$ cat config.mk
export PLATFORM = sky130hd
export DESIGN_NAME = object_file_section_loader_top_flat
export DESIGN_NICKNAME = d
export VERILOG_FILES = /design/src/hw/rtl/ofsl_pkg.sv /design/src/hw/rtl/ofsl_in_if.sv /design/src/hw/rtl/ofsl_out_if.sv /design/src/hw/rtl/ofsl_parser.sv /design/src/hw/rtl/ofsl_out_reg.sv /design/src/hw/rtl/object_file_section_loader_top.sv /design/src/flat_wrapper.sv
export SDC_FILE = /design/constraint.sdc
export NUM_CORES = 1
export LEC_CHECK = 0
export BUFFER_PORTS_ARGS = -buffer_cell sky130_fd_sc_hd__buf_2
export CORE_MARGIN = 2
export CORE_UTILIZATION = 30
export CTS_CLUSTER_SIZE = 24
export DETAILED_ROUTE_END_ITERATION = 10
export PLACE_DENSITY = 0.5
export SLEW_MARGIN = 0
export SYNTH_ARGS = -nofsm -noshare
export SYNTH_HDL_FRONTEND = slang
export SYNTH_SLANG_ARGS = --single-unit
export TNS_END_PERCENT = 50
$ cat constraint.sdc
create_clock -name clk -period 4 [get_ports clk]
set_clock_uncertainty 0.1 [all_clocks]
set_input_delay 0.4 -clock clk [delete_from_list [all_inputs] [get_ports clk]]
set_output_delay 0.4 -clock clk [all_outputs]
set_load 0.005 [all_outputs]
$ cat src/hw/rtl/ofsl_pkg.sv
`default_nettype none
package ofsl_pkg;

	localparam int unsigned ADDR_W = 16;
	localparam int unsigned WORD_W = 16;
	localparam int unsigned BYTE_W = 8;

	// section header words, as they appear big-endian in the stream
	localparam logic [WORD_W-1:0] HDR_CODE  = 16'hCADE;
	localparam logic [WORD_W-1:0] HDR_DATA  = 16'hDADA;
	localparam logic [WORD_W-1:0] HDR_SYM   = 16'hC3B7;
	localparam logic [WORD_W-1:0] HDR_FNAME = 16'hF17E;
	localparam logic [WORD_W-1:0] HDR_LINE  = 16'h715E;

	// a line section is three words that are skipped
	localparam logic [WORD_W-1:0] LINE_BYTES = 16'd6;

	localparam logic [2:0] KIND_NONE  = 3'd0;
	localparam logic [2:0] KIND_CODE  = 3'd1;
	localparam logic [2:0] KIND_DATA  = 3'd2;
	localparam logic [2:0] KIND_SYM   = 3'd3;
	localparam logic [2:0] KIND_FNAME = 3'd4;
	localparam logic [2:0] KIND_LINE  = 3'd5;

	typedef struct packed {
		logic              valid;
		logic [ADDR_W-1:0] mem_address;
		logic [WORD_W-1:0] mem_word;
		logic              from_data_section;
	} result_t;

endpackage
`default_nettype wire

$ cat src/hw/rtl/ofsl_in_if.sv
`default_nettype none
interface ofsl_in_if;
	logic                          valid;
	logic                          ready;
	logic [ofsl_pkg::BYTE_W-1:0]   in_byte;

	modport source (output valid, output in_byte, input ready);
	modport sink (input valid, input in_byte, output ready);
endinterface
`default_nettype wire

$ cat src/hw/rtl/ofsl_out_if.sv
`default_nettype none
interface ofsl_out_if;
	logic                          valid;
	logic                          ready;
	logic [ofsl_pkg::ADDR_W-1:0]   mem_address;
	logic [ofsl_pkg::WORD_W-1:0]   mem_word;
	logic                          from_data_section;

	modport source (output valid, output mem_address, output mem_word,
		output from_data_section, input ready);
	modport sink (input valid, input mem_address, input mem_word,
		input from_data_section, output ready);
endinterface
`default_nettype wire

$ cat src/hw/rtl/ofsl_parser.sv
`default_nettype none
module ofsl_parser (
	input  wire logic          clk,
	input  wire logic          arst_n,
	ofsl_in_if.sink            obj,
	input  wire logic          take,
	output ofsl_pkg::result_t  res
);

	localparam logic [3:0] PH_HDR_HI  = 4'd0;
	localparam logic [3:0] PH_HDR_LO  = 4'd1;
	localparam logic [3:0] PH_ADDR_HI = 4'd2;
	localparam logic [3:0] PH_ADDR_LO = 4'd3;
	localparam logic [3:0] PH_CNT_HI  = 4'd4;
	localparam logic [3:0] PH_CNT_LO  = 4'd5;
	localparam logic [3:0] PH_WORD_HI = 4'd6;
	localparam logic [3:0] PH_WORD_LO = 4'd7;
	localparam logic [3:0] PH_SKIP    = 4'd8;

	logic                          valid_s1;
	logic [ofsl_pkg::BYTE_W-1:0]   byte_s1;
	logic                          fire;

	logic [3:0]                    phase_q, phase_d;
	logic [2:0]                    kind_q, kind_d;
	logic [ofsl_pkg::BYTE_W-1:0]   held_q, held_d;
	logic [ofsl_pkg::ADDR_W-1:0]   addr_q, addr_d;
	logic [ofsl_pkg::WORD_W-1:0]   cnt_q, cnt_d;
	logic [ofsl_pkg::WORD_W-1:0]   joined;
	logic [ofsl_pkg::WORD_W-1:0]   cnt_dec;

	assign obj.ready = !valid_s1 || take;
	assign fire      = valid_s1 && take;
	assign joined    = {held_q, byte_s1};
	assign cnt_dec   = cnt_q - ofsl_pkg::WORD_W'(1);

	always_ff @(posedge clk or negedge arst_n) begin
		if (!arst_n) begin
			valid_s1 <= 1'b0;
		end else if (obj.ready) begin
			valid_s1 <= obj.valid;
		end
	end

	always_ff @(posedge clk) begin
		if (obj.valid && obj.ready) begin
			byte_s1 <= obj.in_byte;
		end
	end

	always_comb begin
		phase_d = phase_q;
		kind_d  = kind_q;
		held_d  = held_q;
		addr_d  = addr_q;
		cnt_d   = cnt_q;
		res.valid             = 1'b0;
		res.mem_address       = addr_q;
		res.mem_word          = joined;
		res.from_data_section = (kind_q == ofsl_pkg::KIND_DATA);
		unique case (phase_q)
			PH_HDR_LO: begin
				if (joined == ofsl_pkg::HDR_CODE) begin
					kind_d  = ofsl_pkg::KIND_CODE;
					phase_d = PH_ADDR_HI;
				end else if (joined == ofsl_pkg::HDR_DATA) begin
					kind_d  = ofsl_pkg::KIND_DATA;
					phase_d = PH_ADDR_HI;
				end else if (joined == ofsl_pkg::HDR_SYM) begin
					kind_d  = ofsl_pkg::KIND_SYM;
					phase_d = PH_ADDR_HI;
				end else if (joined == ofsl_pkg::HDR_FNAME) begin
					kind_d  = ofsl_pkg::KIND_FNAME;
					phase_d = PH_CNT_HI;
				end else if (joined == ofsl_pkg::HDR_LINE) begin
					kind_d  = ofsl_pkg::KIND_LINE;
					cnt_d   = ofsl_pkg::LINE_BYTES;
					phase_d = PH_SKIP;
				end else begin
					kind_d  = ofsl_pkg::KIND_NONE;
					phase_d = PH_HDR_HI;
				end
			end
			PH_ADDR_HI: begin
				held_d  = byte_s1;
				phase_d = PH_ADDR_LO;
			end
			PH_ADDR_LO: begin
				addr_d  = joined;
				phase_d = PH_CNT_HI;
			end
			PH_CNT_HI: begin
				held_d  = byte_s1;
				phase_d = PH_CNT_LO;
			end
			PH_CNT_LO: begin
				cnt_d = joined;
				if (joined == '0) begin
					phase_d = PH_HDR_HI;
				end else if (kind_q == ofsl_pkg::KIND_CODE ||
						kind_q == ofsl_pkg::KIND_DATA) begin
					phase_d = PH_WORD_HI;
				end else begin
					phase_d = PH_SKIP;
				end
			end
			PH_WORD_HI: begin
				held_d  = byte_s1;
				phase_d = PH_WORD_LO;
			end
			PH_WORD_LO: begin
				res.valid = valid_s1;
				addr_d    = addr_q + ofsl_pkg::ADDR_W'(1);
				cnt_d     = cnt_dec;
				phase_d   = (cnt_dec == '0) ? PH_HDR_HI : PH_WORD_HI;
			end
			PH_SKIP: begin
				cnt_d = cnt_dec;
				if (cnt_dec == '0) begin
					phase_d = PH_HDR_HI;
				end
			end
			default: begin
				// header high byte, also where unused phase codes land
				held_d  = byte_s1;
				phase_d = PH_HDR_LO;
			end
		endcase
	end

	always_ff @(posedge clk or negedge arst_n) begin
		if (!arst_n) begin
			phase_q <= PH_HDR_HI;
			kind_q  <= ofsl_pkg::KIND_NONE;
			held_q  <= '0;
			addr_q  <= '0;
			cnt_q   <= '0;
		end else if (fire) begin
			phase_q <= phase_d;
			kind_q  <= kind_d;
			held_q  <= held_d;
			addr_q  <= addr_d;
			cnt_q   <= cnt_d;
		end
	end

`ifndef ASSERT_OFF
	a_addr_step: assert property (@(posedge clk) disable iff (!arst_n)
		fire && phase_q == PH_WORD_LO |=> addr_q == $past(addr_q) + 16'd1)
		else $error("write address did not advance after a data word");

	a_skip_end: assert property (@(posedge clk) disable iff (!arst_n)
		fire && phase_q == PH_SKIP && cnt_q == 16'd1 |=> phase_q == PH_HDR_HI)
		else $error("skip did not end at a header");

	a_hold_s1: assert property (@(posedge clk) disable iff (!arst_n)
		valid_s1 && !take |=> valid_s1 && $stable(byte_s1))
		else $error("stalled input byte lost");

	a_no_drop: assert property (@(posedge clk) disable iff (!arst_n)
		res.valid && !take |=> res.valid && $stable(res.mem_address) &&
			$stable(res.mem_word))
		else $error("stalled write lost");
`endif

endmodule
`default_nettype wire

$ cat src/hw/rtl/ofsl_out_reg.sv
`default_nettype none
module ofsl_out_reg (
	input  wire logic          clk,
	input  wire logic          arst_n,
	input  ofsl_pkg::result_t  res,
	output logic               take,
	ofsl_out_if.source         mem
);

	logic                          valid_q;
	logic [ofsl_pkg::ADDR_W-1:0]   addr_q;
	logic [ofsl_pkg::WORD_W-1:0]   word_q;
	logic                          data_q;

	// stage may be refilled in the same cycle its word leaves
	assign take = !valid_q || mem.ready;

	always_ff @(posedge clk or negedge arst_n) begin
		if (!arst_n) begin
			valid_q <= 1'b0;
		end else if (take) begin
			valid_q <= res.valid;
		end
	end

	always_ff @(posedge clk) begin
		if (take && res.valid) begin
			addr_q <= res.mem_address;
			word_q <= res.mem_word;
			data_q <= res.from_data_section;
		end
	end

	assign mem.valid             = valid_q;
	assign mem.mem_address       = addr_q;
	assign mem.mem_word          = word_q;
	assign mem.from_data_section = data_q;

endmodule
`default_nettype wire

$ cat src/hw/rtl/object_file_section_loader_top.sv
`default_nettype none
// Object-file section loader. Takes the file one byte per transfer on obj and
// issues one memory write on mem for every data word of a code (0xCADE) or
// data (0xDADA) section, at the section's running address, which wraps at
// 16 bits. Symbol, filename and line sections are skipped; unknown header
// words are dropped. One byte is taken every cycle unless a write is stalled:
// a byte waits in the input register while the parser decodes it, and the
// resulting write is registered in the output register, which drives mem.
// The only stall comes from mem.ready held low while a write is pending.
module object_file_section_loader_top (
	input  wire logic   clk,
	input  wire logic   arst_n,
	ofsl_in_if.sink     obj,
	ofsl_out_if.source  mem
);

	ofsl_pkg::result_t  res;
	logic               take;

	ofsl_parser u_parser (
		.clk    (clk),
		.arst_n (arst_n),
		.obj    (obj),
		.take   (take),
		.res    (res)
	);

	ofsl_out_reg u_out_reg (
		.clk    (clk),
		.arst_n (arst_n),
		.res    (res),
		.take   (take),
		.mem    (mem)
	);

endmodule
`default_nettype wire
$ cat src/flat_wrapper.sv
// flat-port wrapper written by rule: the top's interface ports become plain ports
module object_file_section_loader_top_flat 
  (clk, arst_n, obj_valid, obj_in_byte, obj_ready, mem_valid, mem_mem_address, mem_mem_word, mem_from_data_section, mem_ready);
  ofsl_in_if obj_i ();
  ofsl_out_if mem_i ();
  input  wire logic clk;
  input  wire logic arst_n;
  input wire logic [$bits(obj_i.valid)-1:0] obj_valid;
  input wire logic [$bits(obj_i.in_byte)-1:0] obj_in_byte;
  output wire logic [$bits(obj_i.ready)-1:0] obj_ready;
  output wire logic [$bits(mem_i.valid)-1:0] mem_valid;
  output wire logic [$bits(mem_i.mem_address)-1:0] mem_mem_address;
  output wire logic [$bits(mem_i.mem_word)-1:0] mem_mem_word;
  output wire logic [$bits(mem_i.from_data_section)-1:0] mem_from_data_section;
  input wire logic [$bits(mem_i.ready)-1:0] mem_ready;
  assign obj_i.valid = obj_valid;
  assign obj_i.in_byte = obj_in_byte;
  assign obj_ready = obj_i.ready;
  assign mem_valid = mem_i.valid;
  assign mem_mem_address = mem_i.mem_address;
  assign mem_mem_word = mem_i.mem_word;
  assign mem_from_data_section = mem_i.from_data_section;
  assign mem_i.ready = mem_ready;
  object_file_section_loader_top u_core (.clk(clk), .arst_n(arst_n), .obj(obj_i), .mem(mem_i));
endmodule
==> flow_metrics.env <==
export IMPL_final_common_cell="dfrtp_1"
export IMPL_yosysSeqAreaShare_pct=56.2
export IMPL_grt_overflow=0
export IMPL_io_pins=47
export IMPL_synth_net_count=418
export IMPL_place_hpwl_mm=7.82
export IMPL_rsz0062_at_grt="no"
export IMPL_vdd_drop_max_mv=0.284
export IMPL_drc=0
export IMPL_initial_utilization_pct=30.4
export IMPL_gp_congestion=0.878
export IMPL_p_leak_nw=1.98
export IMPL_grt_pass1_vias=3334
export IMPL_final_cell_mix="dfrtp_1 (49), buf_2 (46), edfxtp_1 (41)"
export IMPL_multi_input_area_um2=1800
export IMPL_cts_root_buf="clkbuf_16"
export IMPL_p_total_w=0.00300
export IMPL_postRouteAntennaNets=0
export IMPL_critPathMaxFanout=5
export IMPL_drv_slew=0
export IMPL_syn_inst=403
export IMPL_synthArstFlopShare_pct=54.4
export IMPL_criticalPathCategory="reg2reg"
export IMPL_synthDistinctLibCells=59
export IMPL_regArea_um2=2460
export IMPL_nNetsFinal=466
export IMPL_fillerInstances=1419
export IMPL_max_cap_violations=0
export IMPL_port_buffers=46
export IMPL_synth_top_area_share_pct=28.2
export IMPL_finalCritPeriodShare_pct=70.9
export IMPL_die_h_um=125
export IMPL_die_x_um=125
export IMPL_placedCellCount=623
export IMPL_setup_viol=0
export IMPL_final_util_pct=35.8
export IMPL_hp_class="in2reg"
export IMPL_firstDrtPassIters=5
export IMPL_pre_cts_slack_ns=1.06
export IMPL_synth_top_cell_by_area="edfxtp_1"
export IMPL_powerDensity_nw_per_um2=584
export IMPL_finalNonFillerCells=640
export IMPL_drt_initial_drc_count=239
export IMPL_routed_wl_mm=11.3
export IMPL_core_um2=14400
export IMPL_clk_pin_slew_worst_paths_ns=0.07
export IMPL_fin_setup_tns_ns=0
export IMPL_yosysWarningCount=0
export IMPL_grt_use_total_pct=15.0
export IMPL_fp_row_count=44
export IMPL_ys_ff_latch=90
export IMPL_fmax_mhz=353
export IMPL_grt_max_degree=37
export IMPL_num_vias=3472
export IMPL_worstMarginPinSlew_ns=0.743
export IMPL_syn_avg_cell_area_um2=10.9
export IMPL_clock_latency_ns=0.35
export IMPL_grt_pass1_wl_mm=18.4
export IMPL_antenna_found_initial=0
export IMPL_htreeDepth=3
export IMPL_diodes=0
export IMPL_worst_setup_path_end_kind="flop"
export IMPL_worst_slack_ns=1.16
export IMPL_syn_cell_area_um2=4370
export IMPL_arrival_ns=2.96
export IMPL_clockBufferDepth=2
export IMPL_hold_violations=0
export IMPL_slew_headroom_pct=50.2
export IMPL_avgRoutedWirePerCell_um=17.6
export IMPL_crit_required_ns=4.13
export IMPL_vias_per_cell=5.43
export IMPL_cts_sinks=90
export IMPL_areaGrowthSynthToFinish_pct=17.5
export IMPL_cp_start_kind="flop"
export IMPL_numCtsBuffers=9
export IMPL_synth_flop_cell="dfrtp_1"
export IMPL_cts_resized_gates=0
export IMPL_min_period_ns=2.84
export IMPL_drive_gt1_share_pct=18.9
export IMPL_dieArea_um2=15600
export IMPL_synth_edf_count=41
export IMPL_synthTopCellsByArea="edfxtp_1 (28%), dfrtp_1 (28%), a21oi_1 (4.0%)"
export IMPL_status="finished, final reports clean"
export IMPL_cts_tree="built"
[synthesized netlist by cell type (9+ instances only)]
master	count
inv_1	9
a21oi_1	35
dfrtp_1	49
nor3_1	11
nor2_1	31
nand3_1	18
o21ai_1	14
edfxtp_1	41
nand2_1	29
o21ai_0	25
[critical path, stage by stage, from the launching register on]
cell and delay (ns):
dfrtp_1 0.42, inv_1 0.09, ha_1 0.25, or4b_1 0.59
nor4_4 0.21, xor2_1 0.13, nor4_2 0.48, nor2_1 0.10
o32a_1 0.35
[cell families (layout without fill, tap and decap cells)]
group                      count (synthesis)  after routing  share of synthesized area [%]
xor gates and xnor gates                   5              5                           1.00
DFF                                       90             90                           56.2
adders and majority gates                  3              3                          0.858
muxes                                     12             12                           2.92
AOI/OAI and AO/OA                        119            119                           16.9
buffers and inverters                     26             79                           2.89
and+or+nand+nor                          148            148                           19.2
[registers in the layout (all words and copies together), names as in the netlist]
register and cells:
u_core.u_parser.addr_q 16, u_core.u_out_reg.mem.from_data_section 1, u_core.u_parser.phase_q 4, u_core.u_out_reg.mem.mem_word 16
u_core.u_parser.valid_s1 1, u_core.u_out_reg.mem.valid 1, u_core.u_parser.kind_q 3, u_core.u_parser.byte_s1 8
u_core.u_parser.cnt_q 16, u_core.u_parser.held_q 8, u_core.u_out_reg.mem.mem_address 16
[metal layers]
layer / vias up / wire [um] / track usage, %
met5: - / 0 / 0
met3: 15 / 529 / 3.09
met4: 0 / 188 / 5.68
met1: 1720 / 5360 / 21.5
li1: 1638 / - / -
met2: 99 / 5210 / 22.2
[through the flow]
step,instance area [um2],hold slack (ns)
floorplan,4370,0.00441
CTS,5140,0.114
finish,5140,0.124
detailed placement,4800,0.232
global route,5140,0.117
global placement,4800,0.223
[final timing paths]
| check | end | slack (ns) | start | cells past startpoint |
|---|---|---|---|---|
| max | u_core.u_parser.phase_q[1]$_DFFE_PN0P_ | 1.16 | u_core.u_parser.cnt_q[0]$_DFFE_PN0P_ | 8 |
| min | u_core.u_parser.byte_s1[2]$_DFFE_PP_ | 0.12 | obj_in_byte[2] | 1 |
| max reg2reg | u_core.u_parser.phase_q[1]$_DFFE_PN0P_ | 1.16 | u_core.u_parser.cnt_q[0]$_DFFE_PN0P_ | 8 |
| min reg2reg | u_core.u_out_reg.mem.mem_address[9]$_DFFE_PP_ | 0.38 | u_core.u_parser.addr_q[9]$_DFFE_PN0P_ | 0 |
| max in group asynchronous | u_core.u_parser.addr_q[15]$_DFFE_PN0P_ | 2.62 | arst_n | 3 |
| min in group asynchronous | u_core.u_parser.cnt_q[1]$_DFFE_PN0P_ | 0.39 | arst_n | 2 |
[timing repair]
action	in CTS	in global routing
hold buffers	1	0
buffers inserted	0	0
hold endpoints to repair	13	0
[power breakdown]
group | total (W) | switching [W] | internal [W]
sequential | 0.00136 | 0.000259 | 0.00110
combinational | 0.000721 | 0.000418 | 0.000303
clock | 0.000924 | 0.000372 | 0.000552
total | 0.00300 | 0.00105 | 0.00195
[cell type report]
cell class	count	area share [%]
Clock buffer	9	4.38
Multi-Input combinational cell	287	35.0
Clock inverter	7	1.97
Timing Repair Buffer	53	5.55
Sequential cell	90	47.8
Inverter	10	0.731
Tap cell	184	4.48
Power figures use the tool's default switching activity.
